**config.mk**
```make
export PLATFORM = sky130hd
export DESIGN_NAME = power_overload_monitor_top_flat
export DESIGN_NICKNAME = d
export VERILOG_FILES = /design/src/rtl/pom_pkg.sv /design/src/rtl/pom_if.sv /design/src/rtl/pom_cfg_regs.sv /design/src/rtl/pom_core.sv /design/src/rtl/power_overload_monitor_top.sv /design/src/flat_wrapper.sv
export VERILOG_INCLUDE_DIRS = /design/src /design/src/rtl
export SDC_FILE = /design/constraint.sdc
export NUM_CORES = 1
export LEC_CHECK = 0
export BUFFER_PORTS_ARGS = -buffer_cell sky130_fd_sc_hd__buf_2
export CORE_ASPECT_RATIO = 0.5
export CORE_MARGIN = 5
export CORE_UTILIZATION = 56
export DETAILED_ROUTE_END_ITERATION = 6
export PLACE_DENSITY = 0.8
export SYNTH_ARGS = -nofsm -noshare
export SYNTH_HDL_FRONTEND = slang
export SYNTH_HIERARCHICAL = 1
export SYNTH_SLANG_ARGS = --single-unit
```
**constraint.sdc**
```tcl
create_clock -name i_clk -period 6.12 [get_ports i_clk]
set_clock_uncertainty 0.1 [all_clocks]
set_input_delay 0.918 -clock i_clk [delete_from_list [all_inputs] [get_ports i_clk]]
set_output_delay 0.918 -clock i_clk [all_outputs]
set_load 0.02 [all_outputs]
```
**src/rtl/power_overload_monitor_top_macros.svh**
```systemverilog
// ----------------------------------------------------------------------------
// power overload monitor assertion macros
// concurrent checks used by the pom_core module
// ----------------------------------------------------------------------------
`ifndef POWER_OVERLOAD_MONITOR_TOP_MACROS_SVH
`define POWER_OVERLOAD_MONITOR_TOP_MACROS_SVH

// same-cycle implication, disabled while reset is asserted
`define POM_ASSERT_IMP(lbl, clk, rst_n, ante, cons) \
    lbl: assert property (@(posedge clk) disable iff (!rst_n) (ante) |-> (cons)) \
        else $error("pom: same-cycle check failed");

// next-cycle implication, disabled while reset is asserted
`define POM_ASSERT_NXT(lbl, clk, rst_n, ante, cons) \
    lbl: assert property (@(posedge clk) disable iff (!rst_n) (ante) |=> (cons)) \
        else $error("pom: next-cycle check failed");

`endif

```
**src/rtl/pom_pkg.sv**
```systemverilog
// ----------------------------------------------------------------------------
// pom_pkg
// types, codes and reset values of the power overload monitor
// ----------------------------------------------------------------------------
`timescale 1ns / 1ps
`default_nettype none

package pom_pkg;

    // field widths
    localparam int PowW    = 24;
    localparam int LimW    = 23;
    localparam int SecW    = 8;
    localparam int LampW   = 4;
    localparam int CfgIdxW = 3;

    // event codes
    typedef logic [1:0] t_opcode;
    localparam t_opcode OP_SENSE  = 2'd0;
    localparam t_opcode OP_SECOND = 2'd1;
    localparam t_opcode OP_SHORT  = 2'd2;
    localparam t_opcode OP_LONG   = 2'd3;

    // lamp bits
    localparam logic [LampW-1:0] LAMP_GREEN  = 4'b0001;
    localparam logic [LampW-1:0] LAMP_YELLOW = 4'b0010;
    localparam logic [LampW-1:0] LAMP_BLUE   = 4'b0100;
    localparam logic [LampW-1:0] LAMP_RED    = 4'b1000;
    localparam logic [LampW-1:0] LAMP_ALL    = 4'b1111;

    // register indexes
    typedef logic [CfgIdxW-1:0] t_cfg_idx;
    localparam t_cfg_idx CFG_POWER_LIMIT    = 3'd0;
    localparam t_cfg_idx CFG_ENABLED        = 3'd1;
    localparam t_cfg_idx CFG_WARN_MARGIN    = 3'd2;
    localparam t_cfg_idx CFG_REPORT_STEP    = 3'd3;
    localparam t_cfg_idx CFG_REPORT_MAX_SEC = 3'd4;
    localparam t_cfg_idx CFG_SENSE_SEC      = 3'd5;
    localparam t_cfg_idx CFG_LONG_PRESS_SEC = 3'd6;
    localparam t_cfg_idx CFG_RESTART_SEC    = 3'd7;

    // register reset values
    localparam logic [LimW-1:0] RST_POWER_LIMIT    = 23'd3000;
    localparam logic            RST_ENABLED        = 1'b0;
    localparam logic [LimW-1:0] RST_WARN_MARGIN    = 23'd1000;
    localparam logic [LimW-1:0] RST_REPORT_STEP    = 23'd1000;
    localparam logic [SecW-1:0] RST_REPORT_MAX_SEC = 8'd60;
    localparam logic [SecW-1:0] RST_SENSE_SEC      = 8'd2;
    localparam logic [SecW-1:0] RST_LONG_PRESS_SEC = 8'd5;
    localparam logic [SecW-1:0] RST_RESTART_SEC    = 8'd5;

    typedef struct packed {
        logic [LimW-1:0] power_limit;
        logic            enabled;
        logic [LimW-1:0] warn_margin;
        logic [LimW-1:0] report_step;
        logic [SecW-1:0] report_max_seconds;
        logic [SecW-1:0] sense_period_seconds;
        logic [SecW-1:0] long_press_seconds;
        logic [SecW-1:0] restart_seconds;
    } t_cfg;

    typedef struct packed {
        t_opcode                opcode;
        logic signed [PowW-1:0] power_sample;
        logic [SecW-1:0]        press_seconds;
    } t_item;

    typedef struct packed {
        logic [LampW-1:0]       lamp_mask;
        logic                   report_now;
        logic signed [PowW-1:0] reported_power;
        logic                   blackout;
        logic [SecW-1:0]        load_count;
        logic                   sensing_on;
    } t_result;

endpackage

`default_nettype wire

```
**src/rtl/pom_if.sv**
```systemverilog
// ----------------------------------------------------------------------------
// pom_if
// valid/ready channels for event items and result items
// ----------------------------------------------------------------------------
`timescale 1ns / 1ps
`default_nettype none

// event item channel
interface pom_item_if;
    logic                                   valid;
    logic                                   ready;
    logic [1:0]                             opcode;
    logic signed [pom_pkg::PowW-1:0]        power_sample;
    logic [pom_pkg::SecW-1:0]               press_seconds;

    modport source (output valid, output opcode, output power_sample,
                    output press_seconds, input ready);
    modport sink   (input valid, input opcode, input power_sample,
                    input press_seconds, output ready);
endinterface

// result item channel
interface pom_result_if;
    logic                                   valid;
    logic                                   ready;
    logic [pom_pkg::LampW-1:0]              lamp_mask;
    logic                                   report_now;
    logic signed [pom_pkg::PowW-1:0]        reported_power;
    logic                                   blackout;
    logic [pom_pkg::SecW-1:0]               load_count;
    logic                                   sensing_on;

    modport source (output valid, output lamp_mask, output report_now,
                    output reported_power, output blackout, output load_count,
                    output sensing_on, input ready);
    modport sink   (input valid, input lamp_mask, input report_now,
                    input reported_power, input blackout, input load_count,
                    input sensing_on, output ready);
endinterface

`default_nettype wire

```
**src/rtl/pom_cfg_regs.sv**
```systemverilog
// ----------------------------------------------------------------------------
// pom_cfg_regs
// configuration register file with write-only access
// ----------------------------------------------------------------------------
`timescale 1ns / 1ps
`default_nettype none

module pom_cfg_regs (
    input  wire logic                         i_clk,
    input  wire logic                         i_rst_n,
    input  wire logic                         i_cfg_we,
    input  wire pom_pkg::t_cfg_idx            i_cfg_idx,
    input  wire logic [pom_pkg::LimW-1:0]     i_cfg_wdata,
    output pom_pkg::t_cfg                     o_cfg
);

    pom_pkg::t_cfg r_cfg;
    pom_pkg::t_cfg n_cfg;

    // write decode
    always_comb begin
        n_cfg = r_cfg;
        if (i_cfg_we) begin
            unique case (i_cfg_idx)
                pom_pkg::CFG_POWER_LIMIT:    n_cfg.power_limit = i_cfg_wdata;
                pom_pkg::CFG_ENABLED:        n_cfg.enabled     = i_cfg_wdata[0];
                pom_pkg::CFG_WARN_MARGIN:    n_cfg.warn_margin = i_cfg_wdata;
                pom_pkg::CFG_REPORT_STEP:    n_cfg.report_step = i_cfg_wdata;
                pom_pkg::CFG_REPORT_MAX_SEC:
                    n_cfg.report_max_seconds = i_cfg_wdata[pom_pkg::SecW-1:0];
                pom_pkg::CFG_SENSE_SEC:
                    n_cfg.sense_period_seconds = i_cfg_wdata[pom_pkg::SecW-1:0];
                pom_pkg::CFG_LONG_PRESS_SEC:
                    n_cfg.long_press_seconds = i_cfg_wdata[pom_pkg::SecW-1:0];
                pom_pkg::CFG_RESTART_SEC:
                    n_cfg.restart_seconds = i_cfg_wdata[pom_pkg::SecW-1:0];
                default: n_cfg = r_cfg;
            endcase
        end
    end

    // register bank
    always_ff @(posedge i_clk) begin
        if (!i_rst_n) begin
            r_cfg.power_limit          <= pom_pkg::RST_POWER_LIMIT;
            r_cfg.enabled              <= pom_pkg::RST_ENABLED;
            r_cfg.warn_margin          <= pom_pkg::RST_WARN_MARGIN;
            r_cfg.report_step          <= pom_pkg::RST_REPORT_STEP;
            r_cfg.report_max_seconds   <= pom_pkg::RST_REPORT_MAX_SEC;
            r_cfg.sense_period_seconds <= pom_pkg::RST_SENSE_SEC;
            r_cfg.long_press_seconds   <= pom_pkg::RST_LONG_PRESS_SEC;
            r_cfg.restart_seconds      <= pom_pkg::RST_RESTART_SEC;
        end else begin
            r_cfg <= n_cfg;
        end
    end

    assign o_cfg = r_cfg;

endmodule

`default_nettype wire

```
**src/rtl/pom_core.sv**
```systemverilog
// ----------------------------------------------------------------------------
// pom_core
// monitor state, per-event update logic and result register
// ----------------------------------------------------------------------------
`timescale 1ns / 1ps
`default_nettype none

`include "power_overload_monitor_top_macros.svh"

module pom_core (
    input  wire logic           i_clk,
    input  wire logic           i_rst_n,
    input  wire pom_pkg::t_cfg  i_cfg,
    input  wire logic           i_take,
    input  wire pom_pkg::t_item i_item,
    input  wire logic           i_res_ready,
    output logic                o_can_take,
    output logic                o_res_valid,
    output pom_pkg::t_result    o_res
);

    // monitor state
    logic [pom_pkg::LampW-1:0]       r_lamp,      n_lamp;
    logic signed [pom_pkg::PowW-1:0] r_last,      n_last;
    logic [pom_pkg::SecW-1:0]        r_timer,     n_timer;
    logic                            r_latch,     n_latch;
    logic                            r_sensing,   n_sensing;
    logic                            r_cd_active, n_cd_active;
    logic [pom_pkg::SecW-1:0]        r_cd_value,  n_cd_value;
    logic [pom_pkg::SecW-1:0]        r_loads,     n_loads;

    // result register
    logic                            r_res_valid;
    pom_pkg::t_result                r_res, n_res;

    // sensing datapath
    logic signed [pom_pkg::PowW-1:0] s_used;
    logic signed [pom_pkg::PowW-1:0] s_band;
    logic signed [pom_pkg::PowW-1:0] s_max;
    logic [pom_pkg::LampW-1:0]       s_lamp;
    logic                            s_over;
    logic [pom_pkg::SecW:0]          s_tsum;
    logic [pom_pkg::SecW-1:0]        s_tsat;
    logic signed [pom_pkg::PowW:0]   s_diff;
    logic [pom_pkg::PowW:0]          s_abs;
    logic                            s_rep;
    logic                            s_do_sense;
    logic [pom_pkg::SecW-1:0]        s_cd_inc;

    // sample used and the classification bands
    assign s_used = i_cfg.enabled ? i_item.power_sample : '0;
    assign s_max  = $signed({1'b0, i_cfg.power_limit});
    assign s_band = $signed({1'b0, i_cfg.power_limit}) - $signed({1'b0, i_cfg.warn_margin});

    // lamp class
    always_comb begin
        s_over = 1'b0;
        if (!i_cfg.enabled) begin
            s_lamp = pom_pkg::LAMP_YELLOW;
        end else if (s_used[pom_pkg::PowW-1]) begin
            s_lamp = pom_pkg::LAMP_GREEN;
        end else if (s_used < s_band) begin
            s_lamp = pom_pkg::LAMP_BLUE;
        end else if (s_used <= s_max) begin
            s_lamp = (r_lamp & pom_pkg::LAMP_RED) ^ pom_pkg::LAMP_RED;
        end else begin
            s_lamp = pom_pkg::LAMP_RED;
            s_over = 1'b1;
        end
    end

    // saturating report timer and change detection
    assign s_tsum = {1'b0, r_timer} + {1'b0, i_cfg.sense_period_seconds};
    assign s_tsat = s_tsum[pom_pkg::SecW] ? '1 : s_tsum[pom_pkg::SecW-1:0];
    assign s_diff = {r_last[pom_pkg::PowW-1], r_last} - {s_used[pom_pkg::PowW-1], s_used};
    assign s_abs  = s_diff[pom_pkg::PowW] ? $unsigned(-s_diff) : $unsigned(s_diff);
    assign s_rep  = (s_abs >= {2'b00, i_cfg.report_step})
                 || (s_tsat >= i_cfg.report_max_seconds);

    assign s_do_sense = (i_item.opcode == pom_pkg::OP_SENSE) && r_sensing;
    assign s_cd_inc   = (r_cd_value == '1) ? r_cd_value : r_cd_value + 1'b1;

    // next state per event
    always_comb begin
        n_lamp      = r_lamp;
        n_last      = r_last;
        n_timer     = r_timer;
        n_latch     = r_latch;
        n_sensing   = r_sensing;
        n_cd_active = r_cd_active;
        n_cd_value  = r_cd_value;
        n_loads     = r_loads;
        case (i_item.opcode)
            pom_pkg::OP_SENSE: begin
                if (r_sensing) begin
                    n_lamp  = s_lamp;
                    n_latch = r_latch | s_over;
                    n_timer = s_tsat;
                    if (s_rep) begin
                        n_last  = s_used;
                        n_timer = '0;
                    end
                    // blackout drops the report history and stops sensing
                    if (r_latch | s_over) begin
                        n_last    = '0;
                        n_timer   = '0;
                        n_sensing = 1'b0;
                    end
                end
            end
            pom_pkg::OP_SECOND: begin
                if (r_cd_active) begin
                    n_cd_value = s_cd_inc;
                    if (s_cd_inc >= i_cfg.restart_seconds) begin
                        n_lamp      = pom_pkg::LAMP_ALL;
                        n_latch     = 1'b0;
                        n_sensing   = 1'b1;
                        n_cd_active = 1'b0;
                    end
                end
            end
            pom_pkg::OP_SHORT: begin
                if (i_cfg.enabled && !r_latch && (r_loads != '1)) begin
                    n_loads = r_loads + 1'b1;
                end
            end
            default: begin
                if (i_cfg.enabled && (i_item.press_seconds > i_cfg.long_press_seconds)) begin
                    n_loads     = '0;
                    n_cd_value  = '0;
                    n_cd_active = 1'b1;
                    n_sensing   = 1'b0;
                end
            end
        endcase
    end

    // result fields from the updated state
    always_comb begin
        n_res.lamp_mask      = n_lamp;
        n_res.report_now     = s_do_sense & s_rep;
        n_res.reported_power = s_do_sense ? s_used : '0;
        n_res.blackout       = n_latch;
        n_res.load_count     = n_loads;
        n_res.sensing_on     = n_sensing;
    end

    // state registers
    always_ff @(posedge i_clk) begin
        if (!i_rst_n) begin
            r_lamp      <= '0;
            r_last      <= '0;
            r_timer     <= '0;
            r_latch     <= 1'b0;
            r_sensing   <= 1'b1;
            r_cd_active <= 1'b0;
            r_cd_value  <= '0;
            r_loads     <= '0;
            r_res_valid <= 1'b0;
        end else begin
            if (i_take) begin
                r_lamp      <= n_lamp;
                r_last      <= n_last;
                r_timer     <= n_timer;
                r_latch     <= n_latch;
                r_sensing   <= n_sensing;
                r_cd_active <= n_cd_active;
                r_cd_value  <= n_cd_value;
                r_loads     <= n_loads;
                r_res_valid <= 1'b1;
            end else if (i_res_ready) begin
                r_res_valid <= 1'b0;
            end
        end
    end

    // result payload
    always_ff @(posedge i_clk) begin
        if (i_take) begin
            r_res <= n_res;
        end
    end

    assign o_can_take  = !r_res_valid || i_res_ready;
    assign o_res_valid = r_res_valid;
    assign o_res       = r_res;

    // checks
    `POM_ASSERT_IMP(a_latch_stops_sensing, i_clk, i_rst_n, r_latch, !r_sensing)
    `POM_ASSERT_IMP(a_countdown_stops_sensing, i_clk, i_rst_n, r_cd_active, !r_sensing)
    `POM_ASSERT_NXT(a_no_report_off_sense, i_clk, i_rst_n,
        i_take && (i_item.opcode != pom_pkg::OP_SENSE), !r_res.report_now)

endmodule

`default_nettype wire

```
**src/rtl/power_overload_monitor_top.sv**
```systemverilog
// ----------------------------------------------------------------------------
// power_overload_monitor_top
// event-driven overload supervisor with lamp classes, reports and restart
// ----------------------------------------------------------------------------
//  channel    dir  handshake         payload
//  i_item     in   valid/ready       opcode, power_sample, press_seconds
//  o_result   out  valid/ready       lamp_mask, report_now, reported_power,
//                                    blackout, load_count, sensing_on
//  i_cfg_*    in   write enable      register index, write data
//
//  every item produces exactly one result item, registered first in the input
//  register and then in the result register
//  one item per cycle sustained while results are taken: input register,
//  combinational update logic, result register
//  a stalled result holds the core; one more item waits in the input register
//  synchronous active-low reset restores register defaults and monitor state
// ----------------------------------------------------------------------------
`timescale 1ns / 1ps
`default_nettype none

module power_overload_monitor_top (
    input  wire logic                       i_clk,
    input  wire logic                       i_rst_n,
    input  wire logic                       i_cfg_we,
    input  wire logic [pom_pkg::CfgIdxW-1:0] i_cfg_idx,
    input  wire logic [pom_pkg::LimW-1:0]   i_cfg_wdata,
    pom_item_if.sink                        i_item,
    pom_result_if.source                    o_result
);

    pom_pkg::t_cfg    w_cfg;
    pom_pkg::t_result w_res;
    logic             w_can_take;
    logic             w_res_valid;
    logic             w_take;
    logic             w_in_acc;

    // input register
    logic             r_item_valid;
    pom_pkg::t_item   r_item;

    assign w_take   = r_item_valid && w_can_take;
    assign w_in_acc = i_item.valid && i_item.ready;
    assign i_item.ready = !r_item_valid || w_take;

    // input item valid
    always_ff @(posedge i_clk) begin
        if (!i_rst_n) begin
            r_item_valid <= 1'b0;
        end else if (w_in_acc) begin
            r_item_valid <= 1'b1;
        end else if (w_take) begin
            r_item_valid <= 1'b0;
        end
    end

    // input item payload
    always_ff @(posedge i_clk) begin
        if (w_in_acc) begin
            r_item.opcode        <= i_item.opcode;
            r_item.power_sample  <= i_item.power_sample;
            r_item.press_seconds <= i_item.press_seconds;
        end
    end

    pom_cfg_regs u_cfg (
        .i_clk       (i_clk),
        .i_rst_n     (i_rst_n),
        .i_cfg_we    (i_cfg_we),
        .i_cfg_idx   (i_cfg_idx),
        .i_cfg_wdata (i_cfg_wdata),
        .o_cfg       (w_cfg)
    );

    pom_core u_core (
        .i_clk       (i_clk),
        .i_rst_n     (i_rst_n),
        .i_cfg       (w_cfg),
        .i_take      (w_take),
        .i_item      (r_item),
        .i_res_ready (o_result.ready),
        .o_can_take  (w_can_take),
        .o_res_valid (w_res_valid),
        .o_res       (w_res)
    );

    // result channel
    assign o_result.valid          = w_res_valid;
    assign o_result.lamp_mask      = w_res.lamp_mask;
    assign o_result.report_now     = w_res.report_now;
    assign o_result.reported_power = w_res.reported_power;
    assign o_result.blackout       = w_res.blackout;
    assign o_result.load_count     = w_res.load_count;
    assign o_result.sensing_on     = w_res.sensing_on;

endmodule

`default_nettype wire
```
**src/flat_wrapper.sv**
```systemverilog
// flat-port wrapper written by rule: the top's interface ports become plain ports
module power_overload_monitor_top_flat 
  (i_clk, i_rst_n, i_cfg_we, i_cfg_idx, i_cfg_wdata, i_item_valid, i_item_opcode, i_item_power_sample, i_item_press_seconds, i_item_ready, o_result_valid, o_result_lamp_mask, o_result_report_now, o_result_reported_power, o_result_blackout, o_result_load_count, o_result_sensing_on, o_result_ready);
  pom_item_if i_item_i ();
  pom_result_if o_result_i ();
  input  wire logic i_clk;
  input  wire logic i_rst_n;
  input  wire logic i_cfg_we;
  input  wire logic [pom_pkg::CfgIdxW-1:0] i_cfg_idx;
  input  wire logic [pom_pkg::LimW-1:0] i_cfg_wdata;
  input wire logic [$bits(i_item_i.valid)-1:0] i_item_valid;
  input wire logic [$bits(i_item_i.opcode)-1:0] i_item_opcode;
  input wire logic [$bits(i_item_i.power_sample)-1:0] i_item_power_sample;
  input wire logic [$bits(i_item_i.press_seconds)-1:0] i_item_press_seconds;
  output wire logic [$bits(i_item_i.ready)-1:0] i_item_ready;
  output wire logic [$bits(o_result_i.valid)-1:0] o_result_valid;
  output wire logic [$bits(o_result_i.lamp_mask)-1:0] o_result_lamp_mask;
  output wire logic [$bits(o_result_i.report_now)-1:0] o_result_report_now;
  output wire logic [$bits(o_result_i.reported_power)-1:0] o_result_reported_power;
  output wire logic [$bits(o_result_i.blackout)-1:0] o_result_blackout;
  output wire logic [$bits(o_result_i.load_count)-1:0] o_result_load_count;
  output wire logic [$bits(o_result_i.sensing_on)-1:0] o_result_sensing_on;
  input wire logic [$bits(o_result_i.ready)-1:0] o_result_ready;
  assign i_item_i.valid = i_item_valid;
  assign i_item_i.opcode = i_item_opcode;
  assign i_item_i.power_sample = i_item_power_sample;
  assign i_item_i.press_seconds = i_item_press_seconds;
  assign i_item_ready = i_item_i.ready;
  assign o_result_valid = o_result_i.valid;
  assign o_result_lamp_mask = o_result_i.lamp_mask;
  assign o_result_report_now = o_result_i.report_now;
  assign o_result_reported_power = o_result_i.reported_power;
  assign o_result_blackout = o_result_i.blackout;
  assign o_result_load_count = o_result_i.load_count;
  assign o_result_sensing_on = o_result_i.sensing_on;
  assign o_result_i.ready = o_result_ready;
  power_overload_monitor_top u_core (.i_clk(i_clk), .i_rst_n(i_rst_n), .i_cfg_we(i_cfg_we), .i_cfg_idx(i_cfg_idx), .i_cfg_wdata(i_cfg_wdata), .i_item(i_item_i), .o_result(o_result_i));
endmodule
```
==> impl_metrics.env, run 1 <==
export IMPL_status="complete, no violations"
export IMPL_worst_setup_path_end_kind="flop"
export IMPL_hold_slack_ns=0.355
export IMPL_grt_max_degree=86
export IMPL_via_per_inst=5.75
export IMPL_wl_um=35600
export IMPL_num_rows=41
export IMPL_min_path_cells=2
export IMPL_fin_nets=1907
export IMPL_slew_headroom_pct=36.1
export IMPL_gp_congestion=0.945
export IMPL_worstMarginPinSlew_ns=0.959
export IMPL_hpwl_um=25800
export IMPL_synth_warnings=6
export IMPL_p_per_area_mw_per_mm2=231
export IMPL_wl_per_cell_um=17.4
export IMPL_ys_async_sr_fraction_pct=0
export IMPL_dp_cells=1999
export IMPL_fin_crit_sh_pct=97.9
export IMPL_drt_iter0_drc=919
export IMPL_p_leak_nw=7.76
export IMPL_gr_total_overflow=0
export IMPL_slew_violations=0
export IMPL_worst_ep_arrival_time_ns=6.35
export IMPL_drive_gt1_share_pct=15.3
export IMPL_cts_sinks=232
export IMPL_required_ns=6.48
export IMPL_synth_edf_count=73
export IMPL_synthToLayoutAreaGrowth_pct=12.8
export IMPL_met1_length_um=16200
export IMPL_cap_violations=0
export IMPL_die_area_mm2=0.0298
export IMPL_track_usage_pct=22.7
export IMPL_grt_pass1_vias=11300
export IMPL_setup_viol=0
export IMPL_fmax_ghz=0.167
export IMPL_synthesis_nets=1800
export IMPL_hold_end="u_core/u_cfg/o_cfg[68]$_SDFFE_PN0P_"
export IMPL_met2_length_um=16400
export IMPL_cts_tree="yes"
export IMPL_ant_nets=0
export IMPL_cts_buffers=21
export IMPL_grt_pass1_wl_um=56400
export IMPL_clockBufferDepth=3
export IMPL_synth_flop_cell="dfxtp_1"
export IMPL_finalHoldViolCount=0
export IMPL_core_area_mm2=0.0255
export IMPL_htree_levels=1
export IMPL_firstDrtPassIters=6
export IMPL_clk_pin_slew_ns=0.07
export IMPL_synth_area_mm2=0.0147
export IMPL_hold_class="flop to flop"
export IMPL_stdcell_count=2046
export IMPL_period_needed_ns=5.99
export IMPL_synth_seq_cells=232
export IMPL_io_buffers=105
export IMPL_mostFrequentLayoutCells="nand2_1 (176), dfxtp_1 (158), inv_1 (152)"
export IMPL_r2r_end="u_core/u_core/r_last[5]$_SDFFE_PN0P_"
export IMPL_die_h_um=125
export IMPL_avgSynthCellArea_um2=9.30
export IMPL_met3_length_um=1910
export IMPL_syn_instance_count=1581
export IMPL_regToRegStartpoint="u_core/u_cfg/o_cfg[78]$_SDFFE_PN0P_"
export IMPL_vias=11800
export IMPL_highest_layer="met4"
export IMPL_ff2ff_setup_slack_ns=0.13
export IMPL_power_total_mw=3.83
export IMPL_cp_start_kind="flop"
export IMPL_clk_latency_ns=0.53
export IMPL_ff2ff_path_depth=26
export IMPL_ys_types=97
export IMPL_initial_utilization_pct=57.6
export IMPL_dieWidth_um=239
export IMPL_path_max_fanout=9
export IMPL_crit_type="flop to flop"
export IMPL_cts_root_buf="clkbuf_16"
export IMPL_drc=0
export IMPL_hp_start="u_core/u_cfg/o_cfg[68]$_SDFFE_PN0P_"
export IMPL_cts_hold_buf=0
export IMPL_antenna_found_initial=0
export IMPL_irDropWorstVdd_mv=0.170
export IMPL_synth_seq_area_share_pct=36.6
export IMPL_final_core_util_pct=64.9
export IMPL_antenna_cells=0
export IMPL_final_common_cell="nand2_1"
export IMPL_ios=106
[power breakdown]
part           switching [mW]  total [mW]  leakage [nW]  internal, mW
Sequential             0.0252        1.66          1.98          1.63
Clock                   0.601        1.35         0.349         0.751
Combinational           0.481       0.816          5.43         0.335
[kinds of logic after synthesis]
group	count (synthesis)	share of synthesized area, %
and+or+nand+nor	485	16.8
AOI/OAI and AO/OA	331	16.5
DFF	232	36.6
buffers and inverters	212	5.97
adders and majority gates	154	13.3
muxes	109	7.43
xor gates and xnor gates	58	3.45
[worst max-delay path by stage]
stage,to,cells after the start,startpoint
after floorplan,u_core/u_core/r_last[10]$_SDFFE_PN0P_,24,u_core/u_cfg/o_cfg[78]$_SDFFE_PN0P_
after global placement,u_core/u_core/r_last[18]$_SDFFE_PN0P_,21,u_core/u_cfg/o_cfg[78]$_SDFFE_PN0P_
after detailed placement,u_core/u_core/r_last[20]$_SDFFE_PN0P_,21,u_core/u_cfg/o_cfg[78]$_SDFFE_PN0P_
after CTS,u_core/u_core/r_last[18]$_SDFFE_PN0P_,21,u_core/u_cfg/o_cfg[78]$_SDFFE_PN0P_
after global routing,u_core/u_core/r_last[9]$_SDFFE_PN0P_,26,u_core/u_cfg/o_cfg[78]$_SDFFE_PN0P_
final,u_core/u_core/r_last[5]$_SDFFE_PN0P_,26,u_core/u_cfg/o_cfg[78]$_SDFFE_PN0P_
[through the flow]
step           instance area [um^2]  setup slack [ns]  TNS, ns
3_3_place_gp                  15600             0.294        0
3_5_place_dp                  15600             0.176        0
4_1_cts                       16300             0.111        0
2_1_floorplan                 14700             0.150        0
6_report                      16600             0.129        0
5_1_grt                       16600           -0.0900    -1.56
[Yosys cell counts, drive strengths merged (5+ instances only)]
cell | number | area share, %
nand2 | 178 | 4.6
dfxtp | 159 | 22
inv | 153 | 3.9
ha | 151 | 13
mux2i | 108 | 7.4
a21oi | 84 | 2.9
nor2 | 75 | 1.9
edfxtp | 73 | 15
o21ai | 62 | 2.1
nor2b | 51 | 2.2
a21o | 44 | 2.2
clkbuf | 37 | 0.94
xnor2 | 35 | 2.1
nand3 | 32 | 1.1
and3 | 31 | 1.3
nor3 | 24 | 0.85
o2bb2ai | 24 | 2.3
xor2 | 23 | 1.4
buf | 22 | 1.1
nand2b | 17 | 0.77
nand4 | 17 | 0.77
o21a | 15 | 0.77
and2 | 11 | 0.53
o31ai | 11 | 0.66
a31oi | 10 | 0.47
nor3b | 8 | 0.41
a32o | 7 | 0.48
o21bai | 7 | 0.43
a211oi | 6 | 0.31
o2111ai | 6 | 0.36
a2111oi | 5 | 0.35
a21boi | 5 | 0.28
a311oi | 5 | 0.30
and4 | 5 | 0.31
[worst max-delay path, stage by stage (launching register included)]
cell	delay (ns)
dfxtp_4	0.41
clkbuf_4	0.21
buf_4	0.12
nand2_1	0.13
ha_4	0.34
and3_1	0.18
o211ai_1	0.15
a2111oi_1	0.47
buf_4	0.21
o21ai_1	0.06
nand2b_1	0.14
xor2_1	0.10
or4b_4	0.58
nor3_2	0.24
nand2_1	0.12
o31ai_2	0.27
xor2_1	0.18
ha_1	0.26
a211oi_1	0.24
o2111ai_1	0.13
a31oi_1	0.21
nand3_2	0.17
a31o_4	0.32
o21bai_4	0.15
buf_12	0.15
clkbuf_16	0.16
o2bb2ai_2	0.09
[timing repair]
action	4_1_cts	5_1_grt
endpoints found under the setup margin	0	33
endpoints found under the hold margin	0	0
setup buffers	0	6
gates resized for setup	0	29
[layout make-up]
cell class | instances | area (um^2)
Timing Repair Buffer | 142 | 886
Sequential cell | 232 | 5380
Tap cell | 344 | 430
Clock inverter | 7 | 50.0
Multi-Input combinational cell | 1138 | 8620
Fill cell | 2046 | 8960
Inverter | 153 | 574
Clock buffer | 30 | 654
[metal layers]
metal	vias up	global-route usage, %
met5	-	0
met4	0	6.20
met3	79	3.87
met2	286	38.0
met1	5545	30.4
li1	5846	-
[flip-flops by register name, indices dropped and copies added (netlist names)]
signal and count:
u_core/u_core/r_loads 8, u_core/u_core/o_res_valid 1, u_core/u_core/r_timer 8, u_core/u_core/r_cd_value 8, u_core/u_core/r_lamp 4, u_core/u_core/r_last 24
u_core/u_cfg/o_cfg 102, u_core/u_core/o_res 39, u_core/u_core/r_cd_active 1, u_core/r_item_valid 1, u_core/u_core/r_sensing 1, u_core/u_core/r_latch 1
u_core/r_item 34
No activity file was read; power rests on OpenSTA's default activity.
==> run 2: changes to the inputs <==
--- a/config.mk
+++ b/config.mk
@@ -6,6 +6,7 @@
 export SDC_FILE = /design/constraint.sdc
 export NUM_CORES = 1
 export LEC_CHECK = 0
+export ABC_AREA = 1
 export BUFFER_PORTS_ARGS = -buffer_cell sky130_fd_sc_hd__buf_2
 export CORE_ASPECT_RATIO = 0.5
 export CORE_MARGIN = 5
==> run 2 against run 1 <==
Net effect:
- clock-buffer cell count down 2
- combinational power rose to 6.0 times the previous value
- first-iteration DRC count up 33%
- worst hold slack better by 0.0084 ns
- clock power about the same
- global-route usage up 3.1 points
- cell area up 2.4%
- die area up 4.8%
- sequential cell count unchanged
- synthesized cell count up 39%
- area after synthesis up 5.2%
- maximum frequency up 9.8%
- critical endpoint is now u_core/u_core/r_last[6]$_SDFFE_PN0P_
==> impl_metrics.env, run 2 <==
export IMPL_cts_tree="yes"
export IMPL_fin_setup_tns_ns=0
export IMPL_switching_share_pct=48.8
export IMPL_dieWidth_um=245
export IMPL_cts_root_buf="clkbuf_16"
export IMPL_antenna_cells=0
export IMPL_largest_register_ffs=102
export IMPL_combPwrFrac_pct=61.2
export IMPL_slew_headroom_pct=16.9
export IMPL_finalHoldViolCount=0
export IMPL_required_ns=6.49
export IMPL_hold_end="u_core/u_cfg/o_cfg[10]$_SDFFE_PN1P_"
export IMPL_fin_area_mm2=0.0170
export IMPL_synth_flop_cell="dfxtp_1"
export IMPL_num_rows=43
export IMPL_gr_total_overflow=0
export IMPL_r2r_end="u_core/u_core/r_last[6]$_SDFFE_PN0P_"
export IMPL_yosysTopAreaCellShare_pct=20.6
export IMPL_rsz0062_at_grt="no"
export IMPL_vias=14200
export IMPL_clockBufferDepth=3
export IMPL_status="complete, no violations"
export IMPL_period_needed_ns=5.46
export IMPL_setup_ws_ns=0.662
export IMPL_crit_path_frequent_cell="nand2_1"
export IMPL_ys_async_sr_fraction_pct=0
export IMPL_p_leak_nw=8.49
export IMPL_syn_instance_count=2193
export IMPL_io_buffers=105
export IMPL_yosys_area_top_type="dfxtp_1"
export IMPL_synth_warnings=6
export IMPL_wl_um=41300
export IMPL_clk_latency_ns=0.54
export IMPL_gp_congestion=0.957
export IMPL_via_per_inst=5.36
export IMPL_cap_violations=0
export IMPL_initial_utilization_pct=56.4
export IMPL_ys_types=46
export IMPL_crit_type="flop to flop"
export IMPL_slowest_delay_ns=0.42
export IMPL_cp_start_kind="flop"
export IMPL_hp_start="u_core/u_cfg/o_cfg[10]$_SDFFE_PN1P_"
export IMPL_final_common_cell="nand2_1"
export IMPL_yosys_top_cells_area="dfxtp_1 (21%), edfxtp_1 (14%), nand2_1 (13%), ha_1 (12%), inv_1 (7.9%)"
export IMPL_ios=106
export IMPL_synth_area_mm2=0.0155
export IMPL_synth_edf_count=73
export IMPL_worst_ep_arrival_time_ns=5.82
export IMPL_ff2ff_path_depth=32
export IMPL_p_per_area_mw_per_mm2=472
export IMPL_setup_viol=0
export IMPL_p_switching_mw=3.91
export IMPL_yosysMostFrequentCell="nand2_1"
export IMPL_slew_violations=0
export IMPL_hold_class="flop to flop"
export IMPL_drc=0
export IMPL_synth_seq_cells=232
export IMPL_cts_buffers=23
export IMPL_regToRegStartpoint="u_core/u_cfg/o_cfg[79]$_SDFFE_PN0P_"
export IMPL_drt_iter0_drc=1219
export IMPL_final_core_util_pct=61.9
export IMPL_synthToLayoutAreaGrowth_pct=9.87
export IMPL_htree_levels=1
export IMPL_irDropWorstVdd_mv=0.583
export IMPL_preCtsSetupSlack_ns=0.608
export IMPL_synth_seq_area_share_pct=34.8
export IMPL_antenna_found_initial=0
export IMPL_slowest_stage="buf_4"
export IMPL_grt_pass1_wl_um=66000
export IMPL_min_path_cells=2
export IMPL_die_area_mm2=0.0312
export IMPL_grt_max_degree=95
export IMPL_core_area_mm2=0.0274
export IMPL_power_frac_seq_pct=21.7
export IMPL_hpwl_um=31500
export IMPL_fin_crit_sh_pct=89.2
export IMPL_drive_gt1_share_pct=10.0
export IMPL_firstDrtPassIters=5
export IMPL_place_area_mm2=0.0163
export IMPL_cts_sinks=232
export IMPL_grt_pass1_vias=13300
export IMPL_wl_per_cell_um=15.6
export IMPL_clk_pin_slew_ns=0.07
export IMPL_startpoint="u_core/u_cfg/o_cfg[79]$_SDFFE_PN0P_"
export IMPL_path_max_fanout=31
export IMPL_worstMarginPinSlew_ns=1.25
export IMPL_internal_power_mw=4.11
export IMPL_die_h_um=127
export IMPL_worst_setup_path_end_kind="flop"
export IMPL_synthesis_nets=2412
export IMPL_hold_slack_ns=0.363
export IMPL_p_clk_share_pct=17.2
export IMPL_track_usage_pct=25.8
export IMPL_fin_nets=2493
export IMPL_yosys_top_cells_count="nand2_1 (518), inv_1 (324), nor2_1 (290)"
export IMPL_ff2ff_setup_slack_ns=0.66
export IMPL_mostFrequentLayoutCells="nand2_1 (518), inv_1 (323), nor2_1 (289)"
export IMPL_fmax_ghz=0.183
export IMPL_ant_nets=0
export IMPL_avgSynthCellArea_um2=7.05
run 2: logic make-up after synthesis:
family	count (synthesis)	share of synthesized area, %
and+or+nand+nor	1088	30.3
buffers and inverters	410	10.3
AOI/OAI and AO/OA	257	9.05
DFF	232	34.8
adders and majority gates	154	12.6
xor gates and xnor gates	52	2.95
run 2: power by group through the flow:
stage,clock (mW),combinational (mW),sequential [mW]
6_report,1.38,4.90,1.74
3_5_place_dp,0,4.77,1.77
5_1_grt,1.46,5.52,1.74
3_3_place_gp,0,4.67,1.77
4_1_cts,1.40,4.81,1.74
2_1_floorplan,0,3.89,1.77
run 2: area by class of cell:
| class | count | area [um^2] |
|---|---|---|
| well taps | 360 | 450 |
| multi-input cells | 1551 | 8510 |
| clock buffers | 28 | 594 |
| inverters | 348 | 1310 |
| flip-flops and latches | 232 | 5380 |
| repair buffers | 118 | 629 |
| clock inverters | 14 | 123 |
| fillers | 2487 | 10500 |
run 2: metal layers:
| layer | track usage [%] | routed length, um | vias to the layer above |
|---|---|---|---|
| li1 | - | - | 7220 |
| met2 | 44.1 | 19200 | 416 |
| met4 | 7.51 | 1240 | 0 |
| met1 | 34.8 | 18200 | 6487 |
| met3 | 3.26 | 2640 | 85 |
| met5 | 0 | 0 | - |
run 2: how the worst max path moves through the flow:
stage	endpoint	slack, ns	depth (start not counted)
final	u_core/u_core/r_last[6]$_SDFFE_PN0P_	0.66	32
after global routing	u_core/u_core/r_last[4]$_SDFFE_PN0P_	0.08	32
after CTS	u_core/u_core/r_last[16]$_SDFFE_PN0P_	0.53	31
after detailed placement	u_core/u_core/r_last[17]$_SDFFE_PN0P_	0.61	31
after global placement	u_core/u_core/r_last[14]$_SDFFE_PN0P_	0.61	31
after floorplan	u_core/u_core/o_res[34]$_DFFE_PP_	1.35	25
run 2: stage by stage:
| stage | std cells | power [mW] |
|---|---|---|
| after detailed placement | 2609 | 6.54 |
| final | 2651 | 8.02 |
| after global routing | 2651 | 8.73 |
| after CTS | 2651 | 7.95 |
| after floorplan | 2193 | 5.66 |
| after global placement | 2609 | 6.43 |
run 2: worst max-delay path, delay by kind of cell (launching register included):
family	cells	cell delay (ns)
and+or+nand+nor	18	2.07
AOI/OAI and AO/OA	7	1.32
adders and majority gates	3	0.79
buffers and inverters	3	0.54
DFF	1	0.34
xor gates and xnor gates	1	0.15
run 2: repair_timing:
item	in CTS	in global routing
buffers inserted	0	0
endpoints found under the setup margin	0	25
resized for setup	0	2
hold buffers	0	0
==> run 3: changes to the inputs <==
--- a/config.mk
+++ b/config.mk
@@ -6,10 +6,9 @@
 export SDC_FILE = /design/constraint.sdc
 export NUM_CORES = 1
 export LEC_CHECK = 0
-export ABC_AREA = 1
 export BUFFER_PORTS_ARGS = -buffer_cell sky130_fd_sc_hd__buf_2
 export CORE_ASPECT_RATIO = 0.5
-export CORE_MARGIN = 5
+export CORE_MARGIN = 3
 export CORE_UTILIZATION = 56
 export DETAILED_ROUTE_END_ITERATION = 6
 export PLACE_DENSITY = 0.8
==> run 3 against run 2 <==
Net effect:
- worst hold slack got worse by 0.0043 ns
- cell count fell by 23%
- non-clock buffer count rose by 19
- sequential power fell by 5%
- combinational power fell by 83%
- sequential share of layout area rose by 0.64 points
- critical path depth fell by 6
- die area fell by 9.2%
- sequential cell count did not move
- critical path type unchanged
- largest cell class unchanged
- largest power group is now registers
==> impl_metrics.env, run 3 (synthesis results as in run 1) <==
export IMPL_antenna_found_initial=0
export IMPL_irDropWorstVdd_mv=0.183
export IMPL_regArea_mm2=0.00538
export IMPL_cts_root_buf="clkbuf_16"
export IMPL_largest_register_ffs=102
export IMPL_slew_violations=0
export IMPL_drive_gt1_share_pct=15.2
export IMPL_crit_type="flop to flop"
export IMPL_worstMarginPinSlew_ns=0.997
export IMPL_initial_utilization_pct=57.7
export IMPL_use_met2_pct=39.7
export IMPL_ant_nets=0
export IMPL_firstDrtPassIters=5
export IMPL_worst_ep_arrival_time_ns=6.24
export IMPL_final_fill_count=2002
export IMPL_final_core_util_pct=65.4
export IMPL_p_per_area_mw_per_mm2=233
export IMPL_clk_latency_ns=0.55
export IMPL_worst_setup_path_end_kind="flop"
export IMPL_wl_um=35200
export IMPL_mostFrequentLayoutCells="nand2_1 (176), dfxtp_1 (158), inv_1 (153)"
export IMPL_drc=0
export IMPL_hpwl_um=25600
export IMPL_ios=106
export IMPL_status="complete, no violations"
export IMPL_cts_tree="yes"
export IMPL_cp_start_kind="flop"
export IMPL_slowest_stage="or4b_4"
export IMPL_slew_headroom_pct=33.6
export IMPL_grt_max_degree=91
export IMPL_dieWidth_um=235
export IMPL_antenna_cells=0
export IMPL_cts_sinks=232
export IMPL_drt_iter0_drc=856
export IMPL_cap_violations=0
export IMPL_fmax_ghz=0.170
export IMPL_grt_pass1_wl_um=55700
export IMPL_vias=11800
export IMPL_gr_total_overflow=0
export IMPL_clk_pin_slew_ns=0.07
export IMPL_grtUsageMet3_pct=3.24
export IMPL_slowest_delay_ns=0.57
export IMPL_power_total_mw=3.89
export IMPL_hold_slack_ns=0.359
export IMPL_busiest_layer="met2"
export IMPL_setup_viol=0
export IMPL_fin_area_mm2=0.0167
export IMPL_track_usage_pct=23.6
export IMPL_final_common_cell="nand2_1"
export IMPL_path_max_fanout=7
export IMPL_multiInputGateArea_mm2=0.00868
export IMPL_cts_hold_buf=0
export IMPL_die_area_mm2=0.0284
export IMPL_synthToLayoutAreaGrowth_pct=13.3
export IMPL_use_met1_pct=32.1
export IMPL_period_needed_ns=5.89
export IMPL_place_area_mm2=0.0156
export IMPL_fin_crit_sh_pct=96.2
export IMPL_grt_pass1_vias=11200
export IMPL_clockBufferDepth=3
export IMPL_fin_nets=1902
export IMPL_crit_buf_inv=3
export IMPL_p_leak_nw=7.77
export IMPL_die_h_um=121
export IMPL_cp_top_family="simple AND/OR/NAND/NOR gates"
export IMPL_num_rows=41
export IMPL_wl_per_cell_um=17.2
export IMPL_gp_congestion=0.956
export IMPL_cts_buffers=22
export IMPL_htree_levels=1
export IMPL_crit_path_frequent_cell="nand2_1"
export IMPL_required_ns=6.47
export IMPL_fin_setup_tns_ns=0
export IMPL_io_buffers=105
export IMPL_finalHoldViolCount=0
export IMPL_via_per_inst=5.75
export IMPL_hold_class="flop to flop"
export IMPL_core_area_mm2=0.0255
==> run 3: changes by cell type in the layout (fill, tap and decap cells not counted), moves of 68 or more <==
cell and change:
nand2_1 -342, nor2_1 -215, inv_1 -170, nand3_1 -128
mux2i_1 +108, a21oi_1 -68
==> run 3: repair_timing <==
| item | in CTS | in global routing |
|---|---|---|
| setup buffers | 0 | 7 |
| gates resized for setup | 0 | 40 |
| setup endpoints to repair | 0 | 33 |
| endpoints found under the hold margin | 0 | 0 |
==> run 3: area by class of cell <==
cell class | instances | share of cell area [%]
Multi-Input combinational cell | 1137 | 52.1
Sequential cell | 232 | 32.3
Timing Repair Buffer | 137 | 5.14
Inverter | 153 | 3.45
Clock buffer | 24 | 3.41
Tap cell | 344 | 2.58
Clock inverter | 16 | 1.08
==> run 3: final timing paths <==
kind	from	end	slack [ns]	cells after the start
setup / recovery	u_core/u_cfg/o_cfg[78]$_SDFFE_PN0P_	u_core/u_core/r_last[19]$_SDFFE_PN0P_	0.23	26
hold / removal	u_core/u_cfg/o_cfg[33]$_SDFFE_PN0P_	u_core/u_cfg/o_cfg[33]$_SDFFE_PN0P_	0.36	2
setup reg to reg	u_core/u_cfg/o_cfg[78]$_SDFFE_PN0P_	u_core/u_core/r_last[19]$_SDFFE_PN0P_	0.23	26
hold reg to reg	u_core/u_cfg/o_cfg[33]$_SDFFE_PN0P_	u_core/u_cfg/o_cfg[33]$_SDFFE_PN0P_	0.36	2
==> run 3: where the power goes <==
group / internal (mW) / switching, mW
combinational: 0.346 / 0.472
sequential: 1.63 / 0.0251
clock: 0.775 / 0.636
==> run 3: worst register-to-register path, delay by kind of cell, from the launching register on <==
kind | cells | cell delay (ns)
compound gates | 8 | 1.84
xor+xnor | 2 | 0.33
fa+ha+maj | 2 | 0.55
buf+inv | 3 | 0.46
flops | 1 | 0.41
simple gates | 11 | 2.12
==> run 3: metal layers <==
metal	routed length (um)	up-vias
li1	-	5824
met4	1150	0
met2	16000	318
met5	0	-
met3	1890	77
met1	16100	5531
==> run 3: per-stage QoR <==
step / std cells / setup WS [ns]
2_1_floorplan: 1581 / 0.150
3_3_place_gp: 1993 / 0.184
3_5_place_dp: 1993 / 0.0776
4_1_cts: 2033 / 0.0332
5_1_grt: 2043 / -0.103
6_report: 2043 / 0.233
